--- src/hdl/itoa_pkg.sv ---
// ---------------------------------------------------------------------------
// itoa_pkg
// Shared constants and the digit-to-ASCII mapping of the radix converter.
// ---------------------------------------------------------------------------
package itoa_pkg;

  localparam int RADIX_W = 6;
  localparam int CHAR_W  = 7;

  localparam logic [RADIX_W-1:0] RADIX_MIN   = 6'd2;
  localparam logic [RADIX_W-1:0] RADIX_MAX   = 6'd36;
  localparam logic [RADIX_W-1:0] RADIX_RESET = 6'd10;

  // Word index of the radix register (paddr bit 2).
  localparam logic REG_RADIX = 1'b0;

  localparam logic [CHAR_W-1:0] CHAR_ZERO  = 7'h30;  // '0'
  localparam logic [CHAR_W-1:0] CHAR_A     = 7'h41;  // 'A'
  localparam logic [CHAR_W-1:0] CHAR_MINUS = 7'h2D;  // '-'
  localparam logic [CHAR_W-1:0] CHAR_NINE  = 7'h39;  // '9'
  localparam logic [CHAR_W-1:0] CHAR_Z     = 7'h5A;  // 'Z'

  localparam logic [RADIX_W-1:0] DIGIT_MAX_DEC = 6'd9;

  // 'A' stands for digit ten.
  localparam logic [CHAR_W-1:0] CHAR_ALPHA_BASE = CHAR_A - 7'd10;

  function automatic logic [CHAR_W-1:0] digit_char(input logic [RADIX_W-1:0] d);
    if (d > DIGIT_MAX_DEC) begin
      return CHAR_ALPHA_BASE + CHAR_W'(d);
    end
    return CHAR_ZERO + CHAR_W'(d);
  endfunction

endpackage

--- src/hdl/itoa_front.sv ---
// ---------------------------------------------------------------------------
// itoa_front
// Accepts a command, splits it into sign and magnitude, clamps the radix.
// ---------------------------------------------------------------------------
module itoa_front
  import itoa_pkg::*;
#(
  parameter int VALUE_BITS = 32
) (
  input  logic                              start,
  output logic                              busy,
  input  logic [VALUE_BITS-1:0]             value,
  input  logic [RADIX_W-1:0]                radix,
  input  logic                              q_full,
  output logic                              push,
  output logic [VALUE_BITS+RADIX_W:0]       push_data
);

  logic                  neg;
  logic [VALUE_BITS-1:0] mag;
  logic [RADIX_W-1:0]    base;

  always_comb begin
    neg = value[VALUE_BITS-1];
    // two's complement negate; the most negative value maps onto itself,
    // which is the right unsigned magnitude
    mag = neg ? (~value + 1'b1) : value;
    if (radix < RADIX_MIN) begin
      base = RADIX_MIN;
    end else if (radix > RADIX_MAX) begin
      base = RADIX_MAX;
    end else begin
      base = radix;
    end
  end

  assign busy      = q_full;
  assign push      = start & ~q_full;
  assign push_data = {neg, base, mag};

endmodule

--- src/hdl/itoa_queue.sv ---
// ---------------------------------------------------------------------------
// itoa_queue
// Two-entry FIFO between the front end and the conversion engine.
// ---------------------------------------------------------------------------
module itoa_queue #(
  parameter int WIDTH = 39
) (
  input  logic             clk,
  input  logic             rst,
  input  logic             push,
  input  logic [WIDTH-1:0] push_data,
  output logic             full,
  input  logic             pop,
  output logic             valid,
  output logic [WIDTH-1:0] pop_data
);

  logic [WIDTH-1:0] entry [2];
  logic             wr_ptr;
  logic             rd_ptr;
  logic [1:0]       count;

  assign full     = (count == 2'd2);
  assign valid    = (count != 2'd0);
  assign pop_data = entry[rd_ptr];

  always_ff @(posedge clk) begin
    if (push) begin
      entry[wr_ptr] <= push_data;
    end
  end

  always_ff @(posedge clk) begin
    if (rst) begin
      wr_ptr <= 1'b0;
      rd_ptr <= 1'b0;
      count  <= 2'd0;
    end else begin
      if (push) begin
        wr_ptr <= ~wr_ptr;
      end
      if (pop) begin
        rd_ptr <= ~rd_ptr;
      end
      case ({push, pop})
        2'b10:   count <= count + 2'd1;
        2'b01:   count <= count - 2'd1;
        default: count <= count;
      endcase
    end
  end

endmodule

--- src/hdl/itoa_back.sv ---
// ---------------------------------------------------------------------------
// itoa_back
// Conversion engine: repeated division by the radix, four quotient bits per
// cycle, digits stored least significant first, then emitted in reverse.
// ---------------------------------------------------------------------------
module itoa_back
  import itoa_pkg::*;
#(
  parameter int VALUE_BITS = 32
) (
  input  logic                        clk,
  input  logic                        rst,
  input  logic                        q_valid,
  input  logic [VALUE_BITS+RADIX_W:0] q_data,
  output logic                        pop,
  output logic                        strobe,
  output logic [CHAR_W-1:0]           character,
  output logic                        last_char
);

  localparam int DIV_STEP   = 4;
  localparam int PAD_BITS   = ((VALUE_BITS + DIV_STEP - 1) / DIV_STEP) * DIV_STEP;
  localparam int DIV_CYCLES = PAD_BITS / DIV_STEP;
  localparam int SW         = $clog2(DIV_CYCLES);
  localparam int AW         = $clog2(VALUE_BITS);

  typedef enum logic [2:0] {
    S_IDLE,
    S_DIV,
    S_SIGN,
    S_RD,
    S_OUT
  } state_t;

  state_t              state;
  logic [PAD_BITS-1:0] work;
  logic [RADIX_W-1:0]  base;
  logic                neg;
  logic [RADIX_W-1:0]  rem;
  logic [SW-1:0]       step;
  logic [AW:0]         cnt;       // digit count
  logic [AW:0]         cnt_inc;
  logic [AW-1:0]       idx;

  logic [RADIX_W-1:0]  mem [VALUE_BITS];
  logic [RADIX_W-1:0]  rd_data;

  logic [RADIX_W-1:0]  rem_next;
  logic [DIV_STEP-1:0] qbits;
  logic [PAD_BITS-1:0] quot;
  logic                last_step;
  logic                mem_we;

  // Four restoring divide steps on the narrow remainder.
  always_comb begin
    logic [RADIX_W:0]   trial;
    logic [RADIX_W-1:0] r;
    r     = rem;
    qbits = '0;
    for (int i = 0; i < DIV_STEP; i++) begin
      trial = {r, work[PAD_BITS-1-i]};
      if (trial >= {1'b0, base}) begin
        trial              = trial - {1'b0, base};
        qbits[DIV_STEP-1-i] = 1'b1;
      end
      r = trial[RADIX_W-1:0];
    end
    rem_next = r;
  end

  assign quot      = {work[PAD_BITS-DIV_STEP-1:0], qbits};
  assign last_step = (step == SW'(DIV_CYCLES - 1));
  assign cnt_inc   = cnt + 1'b1;
  assign mem_we    = (state == S_DIV) && last_step;
  assign pop       = (state == S_IDLE) && q_valid;

  always_ff @(posedge clk) begin
    if (mem_we) begin
      mem[cnt[AW-1:0]] <= rem_next;
    end
    rd_data <= mem[idx];
  end

  always_ff @(posedge clk) begin
    if (rst) begin
      state  <= S_IDLE;
      strobe <= 1'b0;
      cnt    <= '0;
    end else begin
      case (state)
        S_IDLE: begin
          strobe <= 1'b0;
          if (q_valid) begin
            work  <= PAD_BITS'(q_data[VALUE_BITS-1:0]);
            base  <= q_data[VALUE_BITS+RADIX_W-1:VALUE_BITS];
            neg   <= q_data[VALUE_BITS+RADIX_W];
            rem   <= '0;
            step  <= '0;
            cnt   <= '0;
            state <= S_DIV;
          end
        end
        S_DIV: begin
          strobe <= 1'b0;
          work   <= quot;
          if (last_step) begin
            rem  <= '0;
            step <= '0;
            cnt  <= cnt_inc;
            if ((quot == '0) || (cnt_inc == (AW+1)'(VALUE_BITS))) begin
              idx   <= cnt[AW-1:0];
              state <= neg ? S_SIGN : S_RD;
            end
          end else begin
            rem  <= rem_next;
            step <= step + 1'b1;
          end
        end
        S_SIGN: begin
          strobe    <= 1'b1;
          character <= CHAR_MINUS;
          last_char <= 1'b0;
          state     <= S_RD;
        end
        S_RD: begin
          strobe <= 1'b0;
          state  <= S_OUT;
        end
        S_OUT: begin
          strobe    <= 1'b1;
          character <= digit_char(rd_data);
          last_char <= (idx == '0);
          if (idx == '0) begin
            state <= S_IDLE;
          end else begin
            idx   <= idx - 1'b1;
            state <= S_RD;
          end
        end
        default: begin
          strobe <= 1'b0;
          state  <= S_IDLE;
        end
      endcase
    end
  end

endmodule

--- src/hdl/integer_to_ascii_radix_converter_unit.sv ---
// ---------------------------------------------------------------------------
// integer_to_ascii_radix_converter_unit
// Converts a signed integer to its ASCII text in a programmable radix,
// one character per beat, most significant character first.
// ---------------------------------------------------------------------------
//
//  Channel   Handshake              Payload                  Notes
//  --------  ---------------------  -----------------------  ----------------
//  command   start & !busy          value                    one integer/beat
//  result    strobe (1 cycle)       character, last_char     no back-pressure
//  config    psel&penable&pwrite    paddr, pwdata, prdata    radix at 0x0
//
//  Flow: each digit comes out of the shared divider (4 quotient bits per
//  cycle), and each character is then read back from the digit store and
//  driven out; a minus sign, when present, is driven before the digits.
//  Reset: rst is synchronous; radix returns to 10, the queue and engine idle.
//  Stalls: busy rises only when the two-entry queue is full; the result side
//  cannot be stalled, so every character is shown for exactly one cycle.
// ---------------------------------------------------------------------------
module integer_to_ascii_radix_converter_unit
  import itoa_pkg::*;
#(
  parameter int VALUE_BITS = 32
) (
  input  logic                  clk,
  input  logic                  rst,
  // command
  input  logic                  start,
  output logic                  busy,
  input  logic [VALUE_BITS-1:0] value,
  // result
  output logic                  strobe,
  output logic [CHAR_W-1:0]     character,
  output logic                  last_char,
  // configuration
  input  logic                  psel,
  input  logic                  penable,
  input  logic                  pwrite,
  input  logic [2:0]            paddr,
  input  logic [31:0]           pwdata,
  output logic [31:0]           prdata,
  output logic                  pready
);

  localparam int JOB_W = VALUE_BITS + RADIX_W + 1;

  logic [RADIX_W-1:0] radix;
  logic               cfg_wr;

  logic               q_full;
  logic               q_push;
  logic [JOB_W-1:0]   q_push_data;
  logic               q_pop;
  logic               q_valid;
  logic [JOB_W-1:0]   q_pop_data;

  // Config: one register, selected by word index (paddr bit 2).
  assign pready = 1'b1;
  assign cfg_wr = psel & penable & pwrite & (paddr[2] == REG_RADIX);
  assign prdata = (paddr[2] == REG_RADIX) ? 32'(radix) : '0;

  always_ff @(posedge clk) begin
    if (rst) begin
      radix <= RADIX_RESET;
    end else if (cfg_wr) begin
      radix <= pwdata[RADIX_W-1:0];
    end
  end

  // Front end: take the beat, split sign and magnitude, clamp the radix.
  itoa_front #(
    .VALUE_BITS (VALUE_BITS)
  ) u_front (
    .start     (start),
    .busy      (busy),
    .value     (value),
    .radix     (radix),
    .q_full    (q_full),
    .push      (q_push),
    .push_data (q_push_data)
  );

  // Hold up to two classified jobs while the engine works.
  itoa_queue #(
    .WIDTH (JOB_W)
  ) u_queue (
    .clk       (clk),
    .rst       (rst),
    .push      (q_push),
    .push_data (q_push_data),
    .full      (q_full),
    .pop       (q_pop),
    .valid     (q_valid),
    .pop_data  (q_pop_data)
  );

  // Engine: divide down to digits, then drive characters out in order.
  itoa_back #(
    .VALUE_BITS (VALUE_BITS)
  ) u_back (
    .clk       (clk),
    .rst       (rst),
    .q_valid   (q_valid),
    .q_data    (q_pop_data),
    .pop       (q_pop),
    .strobe    (strobe),
    .character (character),
    .last_char (last_char)
  );

endmodule

--- config.mk ---
export PLATFORM = sky130hd
export DESIGN_NAME = integer_to_ascii_radix_converter_unit
export DESIGN_NICKNAME = d
export VERILOG_FILES = /design/src/hdl/itoa_pkg.sv /design/src/hdl/itoa_front.sv /design/src/hdl/itoa_queue.sv /design/src/hdl/itoa_back.sv /design/src/hdl/integer_to_ascii_radix_converter_unit.sv
export SDC_FILE = /design/constraint.sdc
export NUM_CORES = 1
export LEC_CHECK = 0
export ABC_AREA = 1
export BUFFER_PORTS_ARGS = -buffer_cell sky130_fd_sc_hd__buf_2
export CAP_MARGIN = 10
export CORE_ASPECT_RATIO = 1.2
export CORE_MARGIN = 2
export CORE_UTILIZATION = 30
export CTS_CLUSTER_DIAMETER = 40
export CTS_CLUSTER_SIZE = 40
export DETAILED_ROUTE_END_ITERATION = 8
export SLEW_MARGIN = 10
export SYNTH_ARGS = -nofsm -noshare
export SYNTH_HDL_FRONTEND = slang
export SYNTH_SLANG_ARGS = --single-unit
--- constraint.sdc ---
create_clock -name clk -period 9 [get_ports clk]
set_clock_uncertainty 0.05 [all_clocks]
set_input_delay 1.8 -clock clk [delete_from_list [all_inputs] [get_ports clk]]
set_output_delay 1.8 -clock clk [all_outputs]
set_load 0.03 [all_outputs]
==> results.md <==
- R2R depth: 35
- Crit Path Max Fanout: 32
- Ys async rst share: 0%
- Cell Rows: 94
- Hold_sp: u_queue.rd_ptr
- Worst-margin pin slew: between 1000 and 1500 ps
- CTS Buf Count: 44
- Largest net degree at the start of global routing: between 70 and 80
- Setup_tns: 0 ps
- Relative max-transition margin: 20.8%
- CP endpoint kind: register
- RR Startpoint: u_back.base[1]
- Ant. Diodes: 0
- TritonRoute pass-1 iters: 8
- Setup Fix Bufs, Post-CTS: 0
- Avg WL per Cell: 15.8 um
- Routed wire length: 36700 um
- Simple-gate share of the synthesized area: approximately 12%
- Synth Cell Area: approximately 17000 um2
- DP Wirelength: 24500 um
- H-tree depth: 2
- I/O pin cnt: 116
- DR iter-0 viols: 824
- Die X: 219 um
- Final GP Congestion: slightly above 0.8
- Worst path required time: 9120 ps
- Full die area: roughly 57000 um2
- Core area: 54800 um2
- Starting Density: 30.4%
- Drt drc: 0
- RSZ-0062 raised after global routing: false
- Kind of critical path: register to register
- Share of cells above drive strength 1: between 10% and 20%
- Post-Synth XOR/XNOR Area: under 10%
- Reg-to-reg endpoint: u_back.mem[24][0]
- Status: completed
- Setup violations, final: 0
- Clock buffer depth: 3
- Area share of fa/ha/maj cells after synthesis: about 3.3%
- Fin crit share: 88.6%
- Clock Sinks: 358
- Top cell by count, worst path: o21ai_0
- Mux contribution to synthesized area: less than 1%
- FMAX: approximately 130 MHz
- Port Buffers: 60
- Largest family of logic cells by synthesized area: simple AND/OR/NAND/NOR gates
- Fin. max-slew vios: 0
- Worst setup SP type: register
- Synthesis Warnings: 0
- Post-synth top flop: edfxtp_1
- Critical path startpoint: u_back.base[1]
- Compound-Gate Fraction of Synth Area: 12.1%
- Cts hold-fix bufs: 0
- CTS tree: built
- Global-route wire length before repair: slightly below 60000 um
- GRT overflow: 0
- CP arrival: 8090 ps
- Minimum clock period: ~8000 ps
- Final Hold Fails: 0
- Netlist cell types: 52
- Clk Latency, worst-skew pair: a little under 600 ps
- Vias/cell: approximately 4.7
- Synth-to-layout area growth: 15.3%
- Via count: 11000
- Chip height: roughly 260 um
- Max cap viols: 0
- Post-Syn Area per Cell: 11.0 um2
- Root Driver: clkbuf_16
- Sequential element share of the synthesized area: a little over three fifths
- Clk slew on worst S/H paths: about 60 ps
- Synth Instances: 1515
- Synthesized flop and latch total: 358
- Number of gates resized after cts: 0
- Slowest stage cell, crit path: inv_1
- Number of enable flip-flop cells after synthesis: roughly 330
- Final net count: approximately 1700
- R2r setup slk: ~1000 ps
- Final antenna-violating net count: 0
- Gr usage total: between 10% and 20%
- Initial antenna violation count: 0
- Vias in the first global route: 10900
- CP endpoint: u_back.mem[24][0]
- Type of the most critical hold path: register to register
- Critical Path Max Stage Delay: 860 ps
-- area by class of cell --
type                    count  area (um2)
inverters                 170         641
fillers                  5479       35600
repair buffers             72         390
multi-input cells         926        5220
flip-flops and latches    358       10500
well taps                 720         901
clock buffers              48        1120
clock inverters            34         447
-- synth_stat cells (4+ instances only) --
library cell	number	area [um2]
a21oi_1	40	200
a31oi_1	7	43.8
buf_1	4	15.0
buf_4	27	203
clkbuf_1	55	206
dfxtp_1	27	541
edfxtp_1	331	9940
fa_1	4	80.1
ha_1	38	475
inv_1	164	616
mux2_2	7	78.8
mux2i_1	4	40.0
nand2_1	161	604
nand2_2	7	43.8
nand2_4	4	45.0
nand3_1	35	175
nand3_4	4	70.1
nand4_1	20	125
nor2_1	198	743
nor3_1	11	55.1
nor4_1	5	31.3
o211ai_1	43	323
o21ai_0	177	886
o21ai_1	6	30.0
o21ai_2	6	52.6
o221ai_1	13	114
o22ai_1	35	219
xnor2_1	17	149
xor2_1	29	254
-- layer usage --
metal,wire length (um),vias to the layer above,global-route usage [%],part of all wire [%]
met5,0,-,0,0
met4,889,0,4.00,2.4
met3,1700,59,2.28,4.6
met2,19300,234,23.5,53
met1,14800,5284,15.7,40
li1,-,5388,-,-
-- stage by stage --
stage / hold slack, ps / worst slack [ps] / std cells / utilization (%) / cell area (um2)
final: 406 / 1020 / 2328 / 35.0 / 19200
after global routing: 432 / 307 / 2328 / 35.0 / 19200
after floorplan: 375 / 2510 / 1540 / - / 16700
after detailed placement: 383 / 1130 / 2246 / 32.2 / 17600
after global placement: 384 / 1290 / 2246 / 32.2 / 17600
after CTS: 397 / 1030 / 2328 / 35.0 / 19200
-- state kept, by name (all words and copies together), names as in the netlist, 3 cells and up, named ones only --
signal            cells
u_back.cnt            6
u_back.state          3
u_back.base           6
u_back.mem          192
u_back.rem            6
u_back.rd_data        6
u_queue.entry        78
u_back.step           3
u_back.idx            5
u_back.work          32
radix                 6
u_back.character      7
-- worst max-delay path, delay by kind of cell, from the launching register on --
kind,cells,cell delay (ps)
buffers and inverters,5,1530
DFF,1,490
adders and majority gates,4,1300
and+or+nand+nor,11,1310
AOI/OAI and AO/OA,15,2850
-- how the worst min path moves through the flow --
| stage | end | depth (start not counted) | slack (ps) |
|---|---|---|---|
| global placement | register | 1 | 380 |
| detailed placement | register | 1 | 380 |
| global route | u_queue.rd_ptr | 1 | 430 |
| finish | register | 1 | 410 |
| floorplan | register | 1 | 380 |
| CTS | register | 1 | 400 |
-- cell usage in the layout, fill, tap and decap left out, drive strengths merged, types with 27 or more instances in the layout --
cell / n
xor2: 29
buf: 72
a21oi: 44
o21ai: 189
nand2: 172
ha: 38
nor2: 199
o22ai: 35
o211ai: 43
conb: 27
inv: 176
nand3: 40
edfxtp: 331
clkbuf: 48
dfxtp: 27
-- kinds of logic after synthesis --
kind of cell | Yosys count
buffers and inverters | 256
multiplexers | 11
AND/OR/NAND/NOR | 459
flip-flops | 358
XOR/XNOR | 46
other | 2
AO/OA/AOI/OAI | 341
adder cells (fa/ha/maj) | 42
Power is left out: the tool's default activity adds up to more than one toggle a clock period on the data nets, which glitch-free logic cannot reach.
